**config.mk**
```make
export PLATFORM = sky130hd
export DESIGN_NAME = moving_average_light_trigger
export DESIGN_NICKNAME = d
export VERILOG_FILES = /design/src/rtl/mat_pkg.sv /design/src/rtl/mat_ring.sv /design/src/rtl/mat_core.sv /design/src/rtl/moving_average_light_trigger.sv
export SDC_FILE = /design/constraint.sdc
export NUM_CORES = 1
export LEC_CHECK = 0
export ABC_AREA = 1
export BUFFER_PORTS_ARGS = -buffer_cell sky130_fd_sc_hd__buf_4
export CORE_MARGIN = 10
export CORE_UTILIZATION = 30
export CTS_CLUSTER_DIAMETER = 40
export DETAILED_ROUTE_END_ITERATION = 6
export PLACE_DENSITY_LB_ADDON = 0.12
export SLEW_MARGIN = 20
export SYNTH_ARGS = -nofsm -noshare
export SYNTH_HDL_FRONTEND = slang
export SYNTH_SLANG_ARGS = --single-unit
```
**constraint.sdc**
```tcl
create_clock -name clk -period 4.3 [get_ports clk]
set_input_delay 0.43 -clock clk [delete_from_list [all_inputs] [get_ports clk]]
set_output_delay 0.43 -clock clk [all_outputs]
set_load 0.005 [all_outputs]
```
**src/rtl/mat_pkg.sv**
```systemverilog
`timescale 1ns / 1ps
package mat_pkg;

	localparam int NUM_READINGS = 8;
	localparam int IDX_W        = (NUM_READINGS > 1) ? $clog2(NUM_READINGS) : 1;
	localparam int SUM_W        = $clog2(NUM_READINGS * 255 + 1);
	localparam int LEVEL_W      = 8;
	localparam int DUR_W        = 16;
	localparam int CFG_IDX_W    = 8;

	localparam logic [LEVEL_W-1:0] READING_INIT = 8'd100;
	localparam logic [SUM_W-1:0]   SUM_INIT     = SUM_W'(100 * NUM_READINGS);
	localparam logic [IDX_W-1:0]   IDX_LAST     = IDX_W'(NUM_READINGS - 1);

	localparam logic [LEVEL_W-1:0] THRESH_RESET = 8'd30;
	localparam logic [DUR_W-1:0]   DUR_RESET    = 16'd60;

	typedef enum logic {
		OP_SAMPLE = 1'b0,
		OP_TICK   = 1'b1
	} op_t;

	typedef enum logic [CFG_IDX_W-1:0] {
		REG_MIN_THRESHOLD = 8'd0,
		REG_ON_DURATION   = 8'd1
	} reg_idx_t;

	// Read and write request from the update logic to the ring memory.
	typedef struct packed {
		logic               rd_en;
		logic [IDX_W-1:0]   rd_addr;
		logic               wr_en;
		logic [IDX_W-1:0]   wr_addr;
		logic [LEVEL_W-1:0] wr_data;
	} ring_req_t;

endpackage

```
**src/rtl/mat_ring.sv**
```systemverilog
`timescale 1ns / 1ps
module mat_ring (
	input  logic                       clk,
	input  logic                       arst_n,
	input  mat_pkg::ring_req_t         req,
	output logic [mat_pkg::LEVEL_W-1:0] rd_data
);
	import mat_pkg::*;

	logic [LEVEL_W-1:0]      mem [NUM_READINGS];
	logic [NUM_READINGS-1:0] valid_q;
	logic [LEVEL_W-1:0]      mem_rd_q;
	logic                    rd_valid_q;
	logic                    fwd_hit_q;
	logic [LEVEL_W-1:0]      fwd_data_q;

	always_ff @(posedge clk) begin
		if (req.wr_en) begin
			mem[req.wr_addr] <= req.wr_data;
		end
		if (req.rd_en) begin
			mem_rd_q   <= mem[req.rd_addr];
			fwd_data_q <= req.wr_data;
		end
	end

	// A read and a write of the same entry at one edge return the new value.
	always_ff @(posedge clk or negedge arst_n) begin
		if (!arst_n) begin
			valid_q    <= '0;
			rd_valid_q <= 1'b0;
			fwd_hit_q  <= 1'b0;
		end else begin
			if (req.wr_en) begin
				valid_q[req.wr_addr] <= 1'b1;
			end
			if (req.rd_en) begin
				rd_valid_q <= valid_q[req.rd_addr];
				fwd_hit_q  <= req.wr_en && (req.wr_addr == req.rd_addr);
			end
		end
	end

	always_comb begin
		if (fwd_hit_q) begin
			rd_data = fwd_data_q;
		end else if (rd_valid_q) begin
			rd_data = mem_rd_q;
		end else begin
			rd_data = READING_INIT;
		end
	end

endmodule

```
**src/rtl/mat_core.sv**
```systemverilog
`timescale 1ns / 1ps
module mat_core (
	input  logic                        clk,
	input  logic                        arst_n,
	input  logic                        in_accept,
	input  logic                        in_op,
	input  logic [mat_pkg::LEVEL_W-1:0] in_level,
	input  logic                        advance,
	input  logic [mat_pkg::LEVEL_W-1:0] min_threshold,
	input  logic [mat_pkg::DUR_W-1:0]   on_duration_ticks,
	input  logic [mat_pkg::LEVEL_W-1:0] rd_data,
	output mat_pkg::ring_req_t          req,
	output logic                        busy,
	output logic                        commit,
	output logic                        res_lamp,
	output logic [mat_pkg::LEVEL_W-1:0] res_avg
);
	import mat_pkg::*;

	logic               valid_s1;
	op_t                op_s1;
	logic [LEVEL_W-1:0] level_s1;
	logic [IDX_W-1:0]   idx_s1;

	logic [SUM_W-1:0]   sum_q;
	logic [IDX_W-1:0]   widx_q;
	logic [DUR_W-1:0]   countdown_q;
	logic               lamp_q;

	logic [SUM_W-1:0]   sum_new;
	logic [SUM_W-1:0]   sum_next;
	logic [IDX_W-1:0]   widx_inc;
	logic [LEVEL_W-1:0] avg;
	logic [DUR_W-1:0]   countdown_next;
	logic [DUR_W-1:0]   reload;
	logic               lamp_next;

	assign busy   = valid_s1;
	assign commit = valid_s1 && advance;

	assign widx_inc = (widx_q == IDX_LAST) ? '0 : widx_q + 1'b1;
	assign reload   = (on_duration_ticks == '0) ? DUR_W'(1) : on_duration_ticks;

	// The stored sum never goes below the entry it loses, so no borrow occurs.
	assign sum_new = sum_q - SUM_W'(rd_data) + SUM_W'(level_s1);

	always_comb begin
		sum_next       = sum_q;
		countdown_next = countdown_q;
		lamp_next      = lamp_q;
		if (op_s1 == OP_SAMPLE) begin
			sum_next = sum_new;
		end
		avg = LEVEL_W'(sum_next / NUM_READINGS);
		case (op_s1)
			OP_SAMPLE: begin
				if (avg < min_threshold) begin
					lamp_next      = 1'b1;
					countdown_next = reload;
				end
			end
			OP_TICK: begin
				if (countdown_q != '0) begin
					countdown_next = countdown_q - 1'b1;
					if (countdown_q == DUR_W'(1)) begin
						lamp_next = 1'b0;
					end
				end
			end
			default: begin
				lamp_next = lamp_q;
			end
		endcase
	end

	assign res_lamp = lamp_next;
	assign res_avg  = avg;

	always_comb begin
		req.rd_en   = in_accept && (op_t'(in_op) == OP_SAMPLE);
		req.rd_addr = widx_q;
		req.wr_en   = commit && (op_s1 == OP_SAMPLE);
		req.wr_addr = idx_s1;
		req.wr_data = level_s1;
	end

	always_ff @(posedge clk) begin
		if (in_accept) begin
			op_s1    <= op_t'(in_op);
			level_s1 <= in_level;
			idx_s1   <= widx_q;
		end
	end

	// The write index moves at acceptance so that the next sample reads its own entry.
	always_ff @(posedge clk or negedge arst_n) begin
		if (!arst_n) begin
			valid_s1    <= 1'b0;
			widx_q      <= '0;
			sum_q       <= SUM_INIT;
			countdown_q <= '0;
			lamp_q      <= 1'b0;
		end else begin
			if (in_accept) begin
				valid_s1 <= 1'b1;
			end else if (commit) begin
				valid_s1 <= 1'b0;
			end
			if (in_accept && (op_t'(in_op) == OP_SAMPLE)) begin
				widx_q <= widx_inc;
			end
			if (commit) begin
				sum_q       <= sum_next;
				countdown_q <= countdown_next;
				lamp_q      <= lamp_next;
			end
		end
	end

	a_lamp_matches_countdown: assert property (@(posedge clk) disable iff (!arst_n)
		lamp_q == (countdown_q != '0))
		else $error("lamp state disagrees with countdown");

	a_sum_bounded: assert property (@(posedge clk) disable iff (!arst_n)
		sum_q <= SUM_W'(NUM_READINGS * 255))
		else $error("running sum beyond the largest ring total");

	a_tick_keeps_sum: assert property (@(posedge clk) disable iff (!arst_n)
		commit && (op_s1 == OP_TICK) |=> $stable(sum_q))
		else $error("tick changed the running sum");

	a_write_behind_read: assert property (@(posedge clk) disable iff (!arst_n)
		req.wr_en && req.rd_en && (NUM_READINGS > 1) |-> req.wr_addr != req.rd_addr)
		else $error("back-to-back samples address the same ring entry");

endmodule

```
**src/rtl/moving_average_light_trigger.sv**
```systemverilog
`timescale 1ns / 1ps
// Channel   Direction  Handshake                       Payload
// s_axis    in         s_axis_tvalid / s_axis_tready   tdata: sample_level; tuser: op
// m_axis    out        m_axis_tvalid / m_axis_tready   tdata: lamp_on, average_level
// cfg       in         cfg_valid / cfg_ready           cfg_index, cfg_data
//
// One beat per cycle while the output is not stalled; an accepted beat passes through the update
// stage and then the result register, which drives m_axis.
// The reading ring is read the cycle a sample is accepted and written when that sample
// leaves the update stage.
// After reset the ring reads as 100 in every entry, with no clearing pass.
// A stalled output holds the result register and the update stage, and s_axis_tready
// drops once the update stage holds a beat.
// Configuration writes are always taken.
module moving_average_light_trigger (
	input  logic        clk,
	input  logic        arst_n,
	input  logic        s_axis_tvalid,
	output logic        s_axis_tready,
	input  logic [7:0]  s_axis_tdata,  // [7:0] sample_level
	input  logic [0:0]  s_axis_tuser,  // [0] op
	output logic        m_axis_tvalid,
	input  logic        m_axis_tready,
	output logic [15:0] m_axis_tdata,  // [0] lamp_on, [8:1] average_level, [15:9] zero
	input  logic        cfg_valid,
	output logic        cfg_ready,
	input  logic [7:0]  cfg_index,
	input  logic [15:0] cfg_data
);
	import mat_pkg::*;

	logic               in_accept;
	logic               advance;
	logic               busy;
	logic               commit;
	logic               res_lamp;
	logic [LEVEL_W-1:0] res_avg;
	logic [LEVEL_W-1:0] rd_data;
	ring_req_t          req;

	logic [LEVEL_W-1:0] min_threshold_q;
	logic [DUR_W-1:0]   on_duration_q;
	logic               out_valid_q;
	logic               out_lamp_q;
	logic [LEVEL_W-1:0] out_avg_q;

	assign advance       = !out_valid_q || m_axis_tready;
	assign s_axis_tready = !busy || advance;
	assign in_accept     = s_axis_tvalid && s_axis_tready;
	assign cfg_ready     = 1'b1;

	mat_ring u_ring (
		.clk     (clk),
		.arst_n  (arst_n),
		.req     (req),
		.rd_data (rd_data)
	);

	mat_core u_core (
		.clk               (clk),
		.arst_n            (arst_n),
		.in_accept         (in_accept),
		.in_op             (s_axis_tuser[0]),
		.in_level          (s_axis_tdata),
		.advance           (advance),
		.min_threshold     (min_threshold_q),
		.on_duration_ticks (on_duration_q),
		.rd_data           (rd_data),
		.req               (req),
		.busy              (busy),
		.commit            (commit),
		.res_lamp          (res_lamp),
		.res_avg           (res_avg)
	);

	always_ff @(posedge clk or negedge arst_n) begin
		if (!arst_n) begin
			min_threshold_q <= THRESH_RESET;
			on_duration_q   <= DUR_RESET;
		end else if (cfg_valid && cfg_ready) begin
			case (reg_idx_t'(cfg_index))
				REG_MIN_THRESHOLD: min_threshold_q <= cfg_data[LEVEL_W-1:0];
				REG_ON_DURATION:   on_duration_q   <= cfg_data;
				default: begin
					on_duration_q <= on_duration_q;
				end
			endcase
		end
	end

	always_ff @(posedge clk or negedge arst_n) begin
		if (!arst_n) begin
			out_valid_q <= 1'b0;
		end else if (commit) begin
			out_valid_q <= 1'b1;
		end else if (m_axis_tready) begin
			out_valid_q <= 1'b0;
		end
	end

	always_ff @(posedge clk) begin
		if (commit) begin
			out_lamp_q <= res_lamp;
			out_avg_q  <= res_avg;
		end
	end

	assign m_axis_tvalid = out_valid_q;
	assign m_axis_tdata  = {7'd0, out_avg_q, out_lamp_q};

	a_no_commit_into_full: assert property (@(posedge clk) disable iff (!arst_n)
		commit |-> (!out_valid_q || m_axis_tready))
		else $error("result written over one not yet taken");

	a_accept_fills_stage: assert property (@(posedge clk) disable iff (!arst_n)
		in_accept |=> busy)
		else $error("accepted beat did not reach the update stage");

	a_stall_blocks_input: assert property (@(posedge clk) disable iff (!arst_n)
		busy && !advance |-> !s_axis_tready)
		else $error("input taken while the update stage is stalled");

endmodule

```
-- Word-level counts from Yosys, hierarchy flattened
Memories as Yosys holds them, arrays and structs flattened. A register that Yosys moved wholly into a read port is not among the register bits.
Index checks and enable logic that the tools add are counted.
- memories: 1
- output and inout port bits: 19
- RAM bits: 64
- bits of input ports: 38
- logic and storage cells: 77
- bits in registers: 96
- memories (memory ; words ; bits a word ; read ports ; clocked after memory_dff ; wr ports ; RTL line ; source):
    u_ring.mem ; 8 ; 8 ; 1 ; 1 ; 1 ; mat_ring.sv:10 ; logic [LEVEL_W-1:0] mem [NUM_READINGS];
- bitwise logic cells: 3
- muxes and demuxes: 22
- magnitude comparators: 4
- eq/ne operators: 6
- add/subtract/negate cells: 4
- reduce and logical (&&, ||, !) cells: 19
- operators by type and width (operator ; number):
    $mux 16 ; 3
    $pmux 16 s2 ; 1
    $eq 16x1->1 const B ; 1
    $logic_not 16->1 ; 1
    $mux 8 ; 2
    $reduce_bool 16->1 ; 1
    $sub 16x1->16 const B ; 1
    $add 11x8->11 ; 1
    $mux 1 ; 11
    $mux 11 ; 1
    $sub 11x8->11 ; 1
    $eq 8x1->1 const B ; 1
    $logic_not 8->1 ; 1
    $lt 3x4->1 const B ; 2
    $lt 8x8->1 ; 1
    $or 8x8->8 ; 1
    $logic_and 1x1->1 ; 6
    $reduce_and 2->1 ; 3
    $reduce_bool 2->1 ; 2
    $add 3x1->3 const B ; 1
    $bmux 1 s3 ; 1
    $demux 1 s3 ; 1
    $eq 3x3->1 ; 1
    $eq 3x3->1 const B ; 1
    9 further kinds ; 12

-- Longest topological paths before layout
Gate-level depths: netlist of the first run.
- depth after elaboration: 8
- depth in mapped cells: 27
- gate-level depth less buffers: 26

-- By module
A second synthesis of the first run with hierarchy kept.
- cells, all modules: 856
- area total of the unflattened synthesis: 8251.7 µm²
- modules (own cells, without submodules) (module ; area an instance (µm²) ; cells each ; sequential area each (µm²) ; instances):
    mat_ring ; 3575.9 ; 288 ; 2652.5 ; 1
    mat_core ; 3200.6 ; 424 ; 1164.9 ; 1
    moving_average_light_trigger ; 1475.2 ; 144 ; 905.9 ; 1

-- Worst setup path after synthesis of the first run
Ideal clock, no wire load.
- kind: register to register
- start: reg u_ring.fwd_hit_q
- end: reg u_core.countdown_q[8]
- buffers on the path: 1
- setup time: 0.117 ns
- clock period less this slack: 3.896 ns
- required time: 4.183 ns
- path slack: 0.404 ns
- data arrival time: 3.779 ns
- cell stages (with the launch flop): 22
- cells stage by stage: dfrtp_1 -> nor2_1 -> a22oi_1 -> fa_1 -> fa_1 -> nand4_1 -> nand3_1 -> nand2_1 -> nand2_1 -> a21boi_0 -> xor2_1 -> a21boi_0 -> ha_1 -> nand2_1 -> nor2_1 -> a211oi_1 -> nand2_2 -> nand2_4 -> nand2_4 -> buf_6 -> nand2_1 -> nand2_1
- cells in the longest elaborated chain, start to end: 7
- ends and longest elaborated chain (item ; RTL line ; source):
    start, declared ; mat_ring.sv:14 ; logic fwd_hit_q;
    start signal, assigned ; mat_ring.sv:39 ; fwd_hit_q <= req.wr_en && (req.wr_addr == req.rd_addr);
    $mux 8 ; mat_ring.sv:45 ; if (fwd_hit_q) begin
    $sub 11x8->11 ; mat_core.sv:45 ; assign sum_new = sum_q - SUM_W'(rd_data) + SUM_W'(level_s1);
    $add 11x8->11 ; mat_core.sv:45 ;
    $mux 11 ; mat_core.sv:51 ; if (op_s1 == OP_SAMPLE) begin
    via res_avg[7] ; moving_average_light_trigger.sv:37 ; logic [LEVEL_W-1:0] res_avg;
    $lt 8x8->1 ; mat_core.sv:57 ; if (avg < min_threshold) begin
    $ne 2x1->1 (no source line) ; - ;
    $reduce_and 3->1 (no source line) ; - ;
    end signal, assigned ; mat_core.sv:114 ; countdown_q <= countdown_next;
    end, declared ; mat_core.sv:27 ; logic [DUR_W-1:0] countdown_q;
The timed path passes the listed nets, and every way through them passes these cells.
A chain may end at the register's enable or synchronous reset.

-- Final worst setup path of the first run
- start: reg u_ring.fwd_hit_q
- end: reg u_core.countdown_q[5]
The elaborated chain is that of the path after synthesis.

==> summary.md, run 1 <==
| Metric | Value |
|---|---|
| Outcome | `finished clean` |
| Most used cells in the layout excluding fill and tap cells | `nand2_1 (144), edfxtp_1 (101), nor2_1 (96)` |
| Final Net Count | `between 800 and 900` |
| Total of fill cells in the finished design | `2,608` |
| Final WS setup | `approximately 0.30 ns` |
| Die area | `33,400 sq um` |
| Setup slack, reg-to-reg | `0.30 ns` |
| Worst-case clock skew | `0.0358 ns` |
| Dpl cell area | `8670 sq um` |
| Detailed-routing iteration count for the pre-antenna-repair pass | `5` |
| Pwr per Cell Area | `702 nW/um^2` |
| Number of global-route vias before repair | `5,323` |
| DRT iter0 DRCs | `363` |
| Count of flip-flops with a built-in enable after synthesis | `101` |
| Fraction of the mapped netlist area in compound gates | `between 10% and 20%` |
| Routed wire length | `18.7 mm` |
| Number of remaining DRC errors | `0` |
| Setup Viol. Count Final | `0` |
| Final critical delay including setup and external delays | `4.00 ns` |
| Placeable core area | `26,100 sq um` |
| Xor and xnor fraction of the mapped netlist area | `1.65%` |
| Diode count | `0` |
| Utilization after layout | `between 30% and 40%` |
| P&R area growth vs syn | `17.2%` |
| Proportion of layout cells with a drive suffix above 1 | `approximately 17%` |
| Static leakage | `3.88 nW` |
| Worst vdd ir | `~0.00040 V` |
| Crit Path Class | `reg -> reg` |
| FF+latch count, synth | `168` |
| Number of instances in the synthesized netlist | `773` |
| Final hold violations | `0` |
| Die X-Extent | `between 150 and 200 um` |
| CTS clk-pin slew, worst paths | `0.07 ns` |
| CTS max path bufs | `2` |
| Crit. End Element | `flip-flop` |
| Wire length of the first global-routing pass | `29.9 mm` |
| Fraction of the mapped netlist area in simple logic gates | `16.0%` |
| Post-synthesis instance area | `7940 sq um` |
| Hold WS | `0.119 ns` |
| Most used flip-flop cell after synthesis | `edfxtp_1` |
| Die Span Y | `183 um` |
| Relative max-transition margin | `27.8%` |
| Required time reported for the critical path endpoint | `between 4 and 5 ns` |
| Distinct cells, synth | `47` |
| Post-synthesis mux area share | `1.32%` |
| Avg Inst Size Synth | `10.3 sq um` |
| Clock tree root buffer cell | `clkbuf_16` |
| Count of port buffers added during placement | `48` |
| Crit path arrival time | `4.31 ns` |
| Critical path launch point | `u_ring.fwd_hit_q` |
| Pin count of the biggest net entering global routing | `68` |
| FMAX | `0.250 GHz` |
| Gr ovfl total | `0` |
| Yosys Warn Count | `0` |
| Slew at the pin closest to its max-slew limit | `1.08 ns` |
| Number of slew-limit violations in the final report | `0` |
| Launching point of the worst reg2reg path | `u_ring.fwd_hit_q` |
| Final period util | `93.1%` |
| Post-detailed-route via-to-cell ratio | `4.52` |
| Clock sinks | `168` |
| Clock tree from TritonCTS | `yes` |
| Clock buffer count from CTS | `17` |
| Length in cells of the worst reg-to-reg path | `21` |
| H-Tree Level Count | `4` |
| Count of boundary I/O pins | `57` |
| Worst setup path endpoint | `u_core.countdown_q[5]` |
| Post-DP HPWL | `between 10 and 15 mm` |
| Total non-filler cell area in the finished layout | `9300 sq um` |
| Worst setup slack after placement | `between 0.06 and 0.07 ns` |
| Remaining antenna violation count | `0` |
| Synthesized-area fraction occupied by adder cells | `5.48%` |
| Largest family of logic cells by synthesized area | `simple AND/OR/NAND/NOR gates` |
| Kind of start point of the critical path | `flip-flop` |
| Max-cap violations | `0` |
| Per-cell routed wire length | `15.9 um` |
| Global router's overall resource usage | `11.4%` |
| Most common cell after layout, fill and taps aside | `nand2_1` |
| Number of placement rows | `59` |
| CTS hold repair buffers | `0` |
| Sequential fraction of the synthesis area | `just under 60%` |
| Insertion delay to the later sink of the worst-skew pair | `0.44 ns` |
| Count of vias placed by the detailed router | `between 5k and 6k` |
| Hold Crit Class | `in -> async` |
| Antenna violations before repair | `0` |
| Proportion of synthesized flip-flops having asynchronous set or reset | `about two fifths` |
| Final weighted congestion in routability-driven placement | `0.793` |
| Worst-path maximum fanout | `16` |
| Critical register-to-register path endpoint | `u_core.countdown_q[5]` |
| Effective utilization at floorplan | `a little under a third` |
==> critical path, cell delays in order, from the launching register on <==
cell	delay, ns
dfrtp_1	0.39
nor2_2	0.22
inv_1	0.10
o22ai_1	0.19
fa_1	0.45
ha_1	0.37
a21o_1	0.20
a221oi_1	0.25
nand3_1	0.16
xor2_1	0.20
nand2_1	0.06
o21ai_0	0.07
inv_1	0.08
ha_1	0.28
nand2_1	0.09
nor2_1	0.06
a211oi_2	0.19
nand2_2	0.10
nand2_4	0.08
nand2_4	0.14
nand2_1	0.13
nand2_1	0.06
==> synthesized netlist by cell type, types with 4 or more instances <==
library cell	number	area share, %
nand2_1	144	6.8
a21oi_1	13	0.82
edfxtp_1	101	38
inv_1	64	3.0
dfstp_2	11	3.6
buf_4	10	0.95
mux2_4	4	0.76
o22ai_1	11	0.87
clkbuf_1	20	0.95
nand3_1	30	1.9
mux2_2	4	0.57
ha_1	22	3.5
or2_2	8	0.63
dfrtp_1	56	18
xor2_1	12	1.3
o21ai_0	88	5.5
a21boi_0	4	0.38
a31oi_1	14	1.1
nor4_1	4	0.32
fa_1	8	2.0
nor2_1	98	4.6
==> final cells by class <==
class,count,area [sq um],share of cell area (%)
repair buffers,65,488,5.24
flip-flops and latches,168,4720,50.8
well taps,335,419,4.51
clock inverters,15,193,2.07
inverters,66,248,2.66
clock buffers,17,425,4.57
multi-input cells,509,2810,30.2
==> how the worst min path moves through the flow <==
stage | cells after the start | end | slack, ns
finish | 1 | u_core.sum_q[3] | 0.12
global route | 1 | u_core.level_s1[7] | 0.14
CTS | 1 | u_core.level_s1[0] | 0.14
detailed placement | 2 | u_ring.valid_q[1] | 0.45
global placement | 2 | u_ring.valid_q[1] | 0.44
floorplan | 0 | m_axis_tvalid | 0.13
==> report_power, final <==
part | total (mW) | internal (mW) | switching [mW]
logic | 2.70 | 1.05 | 1.64
registers | 2.27 | 2.06 | 0.204
clock network | 1.57 | 0.796 | 0.770
total | 6.53 | 3.91 | 2.61
==> through the flow <==
| step | instances | power, mW | setup TNS (ns) |
|---|---|---|---|
| global route | 1175 | 7.09 | -0.0366 |
| CTS | 1175 | 6.58 | 0 |
| detailed placement | 1143 | 4.98 | 0 |
| global placement | 1143 | 5.00 | 0 |
| floorplan | 779 | 4.20 | 0 |
| finish | 1175 | 6.53 | 0 |
==> what timing repair did <==
item	4_1_cts	5_1_grt
hold endpoints to repair	0	0
setup endpoints to repair	0	17
setup buffers	0	0
gates resized for setup	0	6
==> sequential cells by signal, indices dropped and copies added (netlist names) <==
signal / count
out_avg_q: 8
u_core.lamp_q: 1
u_ring.fwd_hit_q: 1
u_core.busy: 1
m_axis_tvalid: 1
on_duration_q: 16
u_ring.fwd_data_q: 8
u_ring.mem: 64
u_core.op_s1: 1
u_ring.rd_valid_q: 1
u_ring.valid_q: 8
out_lamp_q: 1
u_core.idx_s1: 3
u_ring.mem_rd_q: 8
u_core.sum_q: 11
u_core.countdown_q: 16
u_core.widx_q: 3
u_core.level_s1: 8
min_threshold_q: 8
==> logic make-up (layout without fill, tap and decap cells) <==
group / Yosys count / in the layout
AO/OA/AOI/OAI: 145 / 145
AND/OR/NAND/NOR: 303 / 303
flip-flops: 168 / 168
adder cells (fa/ha/maj): 30 / 30
XOR/XNOR: 15 / 15
other: 2 / 8
multiplexers: 8 / 8
buffers and inverters: 102 / 163
==> layer usage <==
layer | wire, um | vias to the layer above | GRT usage, % | share of wire [%]
met2 | 8890 | 80 | 18.1 | 47
met3 | 638 | 6 | 2.65 | 3.4
li1 | - | 2716 | - | -
met4 | 126 | 0 | 3.25 | 0.67
met1 | 9090 | 2509 | 15.0 | 48
met5 | 0 | - | 0 | 0
(Power assumes the default switching activity.)
==> inputs of run 2 (changes only) <==
- ABC_AREA: 1 -> default
- PLACE_DENSITY_LB_ADDON: 0.12 -> default
==> run 2 against run 1 <==
  * The run now ends with negative setup slack left
  * Cell count decreased by 10%
  * Clock-buffer cell count stayed put
  * Setup slack got worse by 0.38 ns
  * Sequential power rose by 4%
  * Highest routed layer unchanged
==> summary.md, run 2 <==
| Metric | Value |
|---|---|
| Outcome | `finished with violations` |
| Violated checks | `negative setup slack` |
| Buffering stage count on the worst path with inverters included | `1` |
| Yosys Warn Count | `0` |
| CTS clk-pin slew, worst paths | `~0.08 ns` |
| Register with the highest flop count | `u_ring.mem` |
| Pin count of the biggest net entering global routing | `68` |
| Most used flip-flop cell after synthesis | `edfxtp_1` |
| Crit path arrival time | `4.69 ns` |
| Avg Inst Size Synth | `13.4 sq um` |
| Count of port buffers added during placement | `48` |
| Part of the total power dissipated in sequential elements | `33.4%` |
| Die X-Extent | `183 um` |
| Distinct cells, synth | `72` |
| Routed wire length | `around 19 mm` |
| Post-synth top area share | `38.2%` |
| FF+latch count, synth | `168` |
| Pwr per Cell Area | `695 nW/um^2` |
| Switching component of the power | `2.49 mW` |
| Delay of the slowest critical-path stage | `0.49 ns` |
| Placeable core area | `roughly 26,000 sq um` |
| Number of global-route vias before repair | `5,266` |
| P&R area growth vs syn | `27.6%` |
| Max reg flops | `64` |
| Wire length of the first global-routing pass | `roughly 30 mm` |
| Sequential cell area in the final layout | `4720 sq um` |
| RSZ-0062 raised after global routing | `yes` |
| CTS hold repair buffers | `0` |
| Post-synth top cells | `edfxtp_1 (101), dfrtp_1 (56), nand2_1 (51)` |
| Clock buffer count from CTS | `17` |
| Library cell with the highest instance count after synthesis | `edfxtp_1` |
| Number of remaining DRC errors | `0` |
| FMAX | `approximately 0.23 GHz` |
| Per-cell routed wire length | `17.9 um` |
| Synthesized-area fraction occupied by adder cells | `5.49%` |
| Detailed-routing iteration count for the pre-antenna-repair pass | `5` |
| Gr ovfl total | `0` |
| Proportion of synthesized flip-flops having asynchronous set or reset | `about two fifths` |
| H-Tree Level Count | `4` |
| Die Span Y | `183 um` |
| Number of instances in the synthesized netlist | `590` |
| Top cell family by delay on the critical path | `compound AO/OA/AOI/OAI gates` |
| Final Net Count | `775` |
| Count of boundary I/O pins | `57` |
| Proportion of layout cells with a drive suffix above 1 | `roughly two fifths` |
| Worst-case clock skew | `0.0114 ns` |
| Total length of routed met3 wires | `777 um` |
| Remaining antenna violation count | `0` |
| Switching power as a share of total power | `35.4%` |
| Antenna violations before repair | `0` |
| Post-synthesis cell type with the largest combined area | `edfxtp_1` |
| Clock sinks | `168` |
| Max-cap violations | `0` |
| Slowest cell on the critical path | `dfrtp_2` |
| Count of vias placed by the detailed router | `5,120` |
| Fraction of the mapped netlist area in compound gates | `9.53%` |
| Clk network pwr share | `22.6%` |
| Clock tree from TritonCTS | `yes` |
| Worst-path maximum fanout | `6` |
| Routed met2 length | `9.39 mm` |
| Fraction of the mapped netlist area in simple logic gates | `11.0%` |
| Static leakage | `slightly below 4 nW` |
| Post-synthesis instance area | `7930 sq um` |
| Clock tree root buffer cell | `clkbuf_16` |
| Hold WS | `0.123 ns` |
| Crit Path Class | `reg -> reg` |
| Sequential fraction of the synthesis area | `59.5%` |
| Global router's overall resource usage | `11.4%` |
| CTS max path bufs | `2` |
| Final weighted congestion in routability-driven placement | `0.842` |
| Largest family of logic cells by synthesized area | `simple AND/OR/NAND/NOR gates` |
| Number of placement rows | `just under 60` |
| Footprint of the multi-input gates | `between 3000 and 4000 sq um` |
| Final critical delay including setup and external delays | `4.38 ns` |
| Die area | `around 33,000 sq um` |
| Required time reported for the critical path endpoint | `approximately 4.6 ns` |
| Setup Viol. Count Final | `8` |
| Worst setup slack after placement | `-0.450 ns` |
| Number of slew-limit violations in the final report | `0` |
| Met1 layer wirelength in the final routing | `8.45 mm` |
| Kind of start point of the critical path | `flip-flop` |
| Hold Crit Class | `in -> async` |
| Most used cells in the layout excluding fill and tap cells | `buf_4 (118), edfxtp_1 (101), dfrtp_1 (55)` |
| Post-detailed-route via-to-cell ratio | `4.85` |
| Diode count | `0` |
| Internal Dissipation | `4.54 mW` |
| Post-DP HPWL | `12.7 mm` |
| Ordered cell list for the critical path | `inv_4, nand2_4, o22ai_2, fa_1, ha_4, a21oi_4, a21boi_0, o21ai_1, a211oi_2, or3_4, a31o_4, ha_4, a211oi_4, o21ai_2, nand2b_4, o221ai_4, a21boi_0, a221o_1` |
| Xor and xnor fraction of the mapped netlist area | `1.21%` |
| Insertion delay to the later sink of the worst-skew pair | `~0.44 ns` |
| Most common cell after layout, fill and taps aside | `buf_4` |
| Final period util | `102%` |
| DRT iter0 DRCs | `352` |
| Portion of total power attributed to combinational logic | `44.0%` |
| Final hold violations | `0` |
| Uppermost layer routed | `met4` |
| Effective utilization at floorplan | `30.4%` |
| Total of fill cells in the finished design | `roughly 2.5k` |
| Worst vdd ir | `0.000430 V` |
| Biggest registers after layout | `u_ring.mem x64, on_duration_q x16, u_core.countdown_q x16` |
| Crit. End Element | `flip-flop` |
| Count of flip-flops with a built-in enable after synthesis | `101` |
| Relative max-transition margin | `between 30% and 40%` |
| Leading cell types by total area after synthesis | `edfxtp_1 (38%), dfrtp_1 (18%), mux4_2 (5.1%), mux2_2 (3.8%), dfstp_2 (3.6%)` |
| Final WS setup | `-0.0809 ns` |
| Post-synthesis mux area share | `about 9.2%` |
| Slew at the pin closest to its max-slew limit | `0.997 ns` |
## run 2: cell count changes after synthesis, sizes merged, moves of 6 or more
| cell | delta |
|---|---|
| nand2 | -96 |
| nand3 | -25 |
| inv | -32 |
| o22ai | -6 |
| nor3 | +15 |
| nand2b | +8 |
| xor2 | -6 |
| mux4 | +18 |
| o21ai | -59 |
| nor4 | +8 |
| a31oi | -13 |
| nor2 | -78 |
| clkbuf | -6 |
| mux2 | +19 |
## run 2: logic make-up after synthesis
| kind of cell | Yosys count |
|---|---|
| fa+ha+maj | 30 |
| other cells | 2 |
| xor+xnor | 11 |
| compound gates | 104 |
| buf+inv | 66 |
| flops | 168 |
| mux | 47 |
| simple gates | 162 |
## run 2: routing by layer
metal / vias up / GRT usage (%)
li1: 2431 / -
met1: 2557 / 14.6
met2: 113 / 18.6
met3: 19 / 2.69
met4: 0 / 3.61
met5: - / 0
## run 2: what timing repair did
action                                  in CTS  in global routing
endpoints found under the setup margin      17                 17
pin swaps                                   22                 33
resized for setup                           32                 41
cloned                                       1                  0
setup buffers                                9                  5
## run 2: final cells by class
class,instances,area share (%)
clock inverter,15,1.93
sequential,168,46.7
timing repair buffer,122,9.20
clock buffer,17,4.20
tap,335,4.14
inverter,35,1.32
multi-input combinational,363,32.5
## run 2: power by group through the flow
| stage | sequential (mW) | combinational [mW] | clock, mW |
|---|---|---|---|
| floorplan | 2.23 | 1.66 | 0 |
| finish | 2.35 | 3.09 | 1.59 |
| detailed placement | 2.37 | 2.45 | 0 |
| global route | 2.40 | 3.38 | 1.69 |
| global placement | 2.37 | 2.43 | 0 |
| CTS | 2.35 | 2.73 | 1.63 |
## run 2: final timing paths
kind	startpoint	endpoint	slack, ns	depth (start not counted)
max	u_ring.fwd_hit_q	u_core.countdown_q[15]	-0.08	18
min	arst_n	u_core.sum_q[6]	0.12	1
max reg2reg	u_ring.fwd_hit_q	u_core.countdown_q[15]	-0.08	18
min reg2reg	u_ring.valid_q[4]	u_ring.valid_q[4]	0.47	1
max in group asynchronous	arst_n	u_ring.fwd_hit_q	3.53	1
min in group clk	s_axis_tdata[6]	u_core.level_s1[6]	0.17	1
## run 2: through the flow
step,power (mW),instances,utilization (%),TNS (ns),cell area (sq um)
2_1_floorplan,3.89,596,-,0,7970
3_3_place_gp,4.80,1009,34.7,-2.62,9040
3_5_place_dp,4.82,1009,34.7,-5.80,9040
4_1_cts,6.70,1050,37.8,-0.167,9860
5_1_grt,7.47,1055,38.8,-2.54,10100
6_report,7.03,1055,38.8,-0.320,10100
==> inputs of run 3 (changes only) <==
- CTS_BUF_LIST: default -> sky130_fd_sc_hd__clkbuf_8
==> run 3 against run 2 <==
  * The flow still finishes with violations (negative setup slack)
  * Total power shrank 7.4%
  * First-iteration DRC count grew 13%
  * Sequential cell count is the same
  * Clock skew grew 0.0076 ns
  * Hold slack lost 0.053 ns
  * Critical path depth is the same
  * Maximum frequency grew 0.39%
  * Register-to-register slack gained 0.02 ns
  * Cell count is essentially flat
  * Sequential share of layout area grew 1.1 points
  * Critical path type unchanged
==> summary.md, run 3 (same netlist as run 2, synthesis figures left out) <==
| Metric | Value |
|---|---|
| Outcome | `finished with violations` |
| Violated checks | `negative setup slack` |
| Number of global-route vias before repair | `5,321` |
| Switching component of the power | `between 2 and 2.5 mW` |
| Number of remaining DRC errors | `0` |
| Worst vdd ir | `0.000289 V` |
| Required time reported for the critical path endpoint | `4.67 ns` |
| Worst setup slack after placement | `-0.450 ns` |
| P&R area growth vs syn | `24.5%` |
| Clock tree from TritonCTS | `yes` |
| Hold Crit Class | `in -> async` |
| Most used cells in the layout excluding fill and tap cells | `buf_4 (119), edfxtp_1 (101), dfrtp_1 (55)` |
| Clock tree root buffer cell | `clkbuf_8` |
| Hold WS | `around 0.07 ns` |
| Worst-case clock skew | `0.0190 ns` |
| Detailed-routing iteration count for the pre-antenna-repair pass | `5` |
| RSZ-0062 raised after global routing | `yes` |
| Switching power as a share of total power | `36.9%` |
| Max-cap violations | `0` |
| Remaining antenna violation count | `0` |
| Insertion delay to the later sink of the worst-skew pair | `0.48 ns` |
| Pin count of the biggest net entering global routing | `68` |
| Final period util | `101%` |
| Internal Dissipation | `4.11 mW` |
| Crit path arrival time | `4.73 ns` |
| Relative max-transition margin | `29.6%` |
| Die area | `33,300 sq um` |
| Clock sinks | `168` |
| Utilization after layout | `37.9%` |
| Kind of start point of the critical path | `flip-flop` |
| Total of fill cells in the finished design | `2,487` |
| Most common cell after layout, fill and taps aside | `buf_4` |
| Wire length of the first global-routing pass | `29.8 mm` |
| Number of slew-limit violations in the final report | `0` |
| Count of boundary I/O pins | `57` |
| Diode count | `0` |
| Post-DP HPWL | `12.7 mm` |
| Routed wire length | `18.8 mm` |
| Final hold violations | `0` |
| Placeable core area | `26,100 sq um` |
| Crit Path Class | `reg -> reg` |
| Max reg flops | `64` |
| Antenna violations before repair | `0` |
| Register with the highest flop count | `u_ring.mem` |
| Pwr per Cell Area | `660 nW/um^2` |
| Die Span Y | `about 180 um` |
| Worst-path maximum fanout | `6` |
| Static leakage | `3.83 nW` |
| Effective utilization at floorplan | `between 30% and 40%` |
| CTS max path bufs | `2` |
| Post-detailed-route via-to-cell ratio | `4.91` |
| Per-cell routed wire length | `17.8 um` |
| CTS clk-pin slew, worst paths | `~0.11 ns` |
| Global router's overall resource usage | `11.4%` |
| Slew at the pin closest to its max-slew limit | `1.06 ns` |
| Final WS setup | `-0.0640 ns` |
| Final Net Count | `776` |
| Crit. End Element | `flip-flop` |
| Biggest registers after layout | `u_ring.mem x64, on_duration_q x16, u_core.countdown_q x16` |
| DRT iter0 DRCs | `396` |
| Count of port buffers added during placement | `48` |
| Clk network pwr share | `between 10% and 20%` |
| Number of placement rows | `a little under 60` |
| Final weighted congestion in routability-driven placement | `0.842` |
| Gr ovfl total | `0` |
| Part of the total power dissipated in sequential elements | `36.1%` |
| Setup Viol. Count Final | `11` |
| Clock buffer count from CTS | `17` |
| Count of vias placed by the detailed router | `5,190` |
| Die X-Extent | `183 um` |
| FMAX | `0.229 GHz` |
| Final critical delay including setup and external delays | `4.36 ns` |
| Proportion of layout cells with a drive suffix above 1 | `40.5%` |
| H-Tree Level Count | `4` |
| Portion of total power attributed to combinational logic | `a little under half` |
run 3: changes by cell type in the layout (fill, tap and decap cells not counted), sizes merged:
cell	previous run	this run
buf	122	123
run 3: per-layer routing:
metal	share of wire [%]	wire (um)	up-vias	global-route usage (%)
met1	44	8330	2592	14.4
met2	50	9310	137	18.6
met5	0	0	-	0
met3	4.6	863	20	2.89
met4	1.4	269	0	3.55
li1	-	-	2441	-
run 3: per-stage QoR:
| stage | power, mW | cells | area [sq um] | TNS (ns) |
|---|---|---|---|---|
| after floorplan | 3.89 | 596 | 7970 | 0 |
| after global placement | 4.80 | 1009 | 9040 | -2.62 |
| after detailed placement | 4.82 | 1009 | 9040 | -5.80 |
| after CTS | 6.29 | 1053 | 9710 | -0.583 |
| after global routing | 6.94 | 1056 | 9880 | -3.23 |
| final | 6.52 | 1056 | 9880 | -0.412 |
run 3: final timing paths:
check,start,end,slack (ns),cells after the start
worst max-delay path,u_ring.fwd_hit_q,u_core.countdown_q[5],-0.06,18
worst min-delay path,arst_n,u_core.sum_q[6],0.07,1
worst max register to register,u_ring.fwd_hit_q,u_core.countdown_q[5],-0.06,18
worst min register to register,u_ring.valid_q[3],u_ring.valid_q[3],0.47,1
max in group asynchronous,arst_n,u_ring.fwd_hit_q,3.59,1
min in group clk,s_axis_tdata[6],u_core.level_s1[6],0.12,1
run 3: power by group through the flow:
| stage | combinational, mW | sequential (mW) | clock (mW) |
|---|---|---|---|
| 5_1_grt | 3.25 | 2.40 | 1.30 |
| 6_report | 2.96 | 2.35 | 1.20 |
| 2_1_floorplan | 1.66 | 2.23 | 0 |
| 3_5_place_dp | 2.45 | 2.37 | 0 |
| 4_1_cts | 2.70 | 2.35 | 1.24 |
| 3_3_place_gp | 2.43 | 2.37 | 0 |
run 3: final cells by class:
type | instances | area (sq um) | area share [%]
Clock inverter | 15 | 195 | 1.98
Timing Repair Buffer | 123 | 938 | 9.50
Sequential cell | 168 | 4720 | 47.8
Tap cell | 335 | 419 | 4.24
Clock buffer | 17 | 234 | 2.37
Inverter | 35 | 134 | 1.36
Multi-Input combinational cell | 363 | 3230 | 32.7
run 3: worst max-delay path, cell delays in order (launching register included):
cell	delay, ns
dfrtp_2	0.47
inv_4	0.07
buf_4	0.13
and3_1	0.18
a21oi_2	0.11
fa_1	0.43
ha_2	0.21
nor4_4	0.30
buf_4	0.16
a211oi_2	0.07
or3_4	0.38
a31o_2	0.23
ha_2	0.35
nand4_1	0.13
a21oi_2	0.17
or2_4	0.18
o221ai_4	0.13
a32o_2	0.31
a211o_1	0.26
run 3: repair_timing:
action,in CTS,in global routing
setup buffers,12,3
endpoints found under the hold margin,0,0
pin swaps,23,26
gates resized for setup,38,28
setup endpoints to repair,17,18
hold buffers,0,0
cloned,1,0
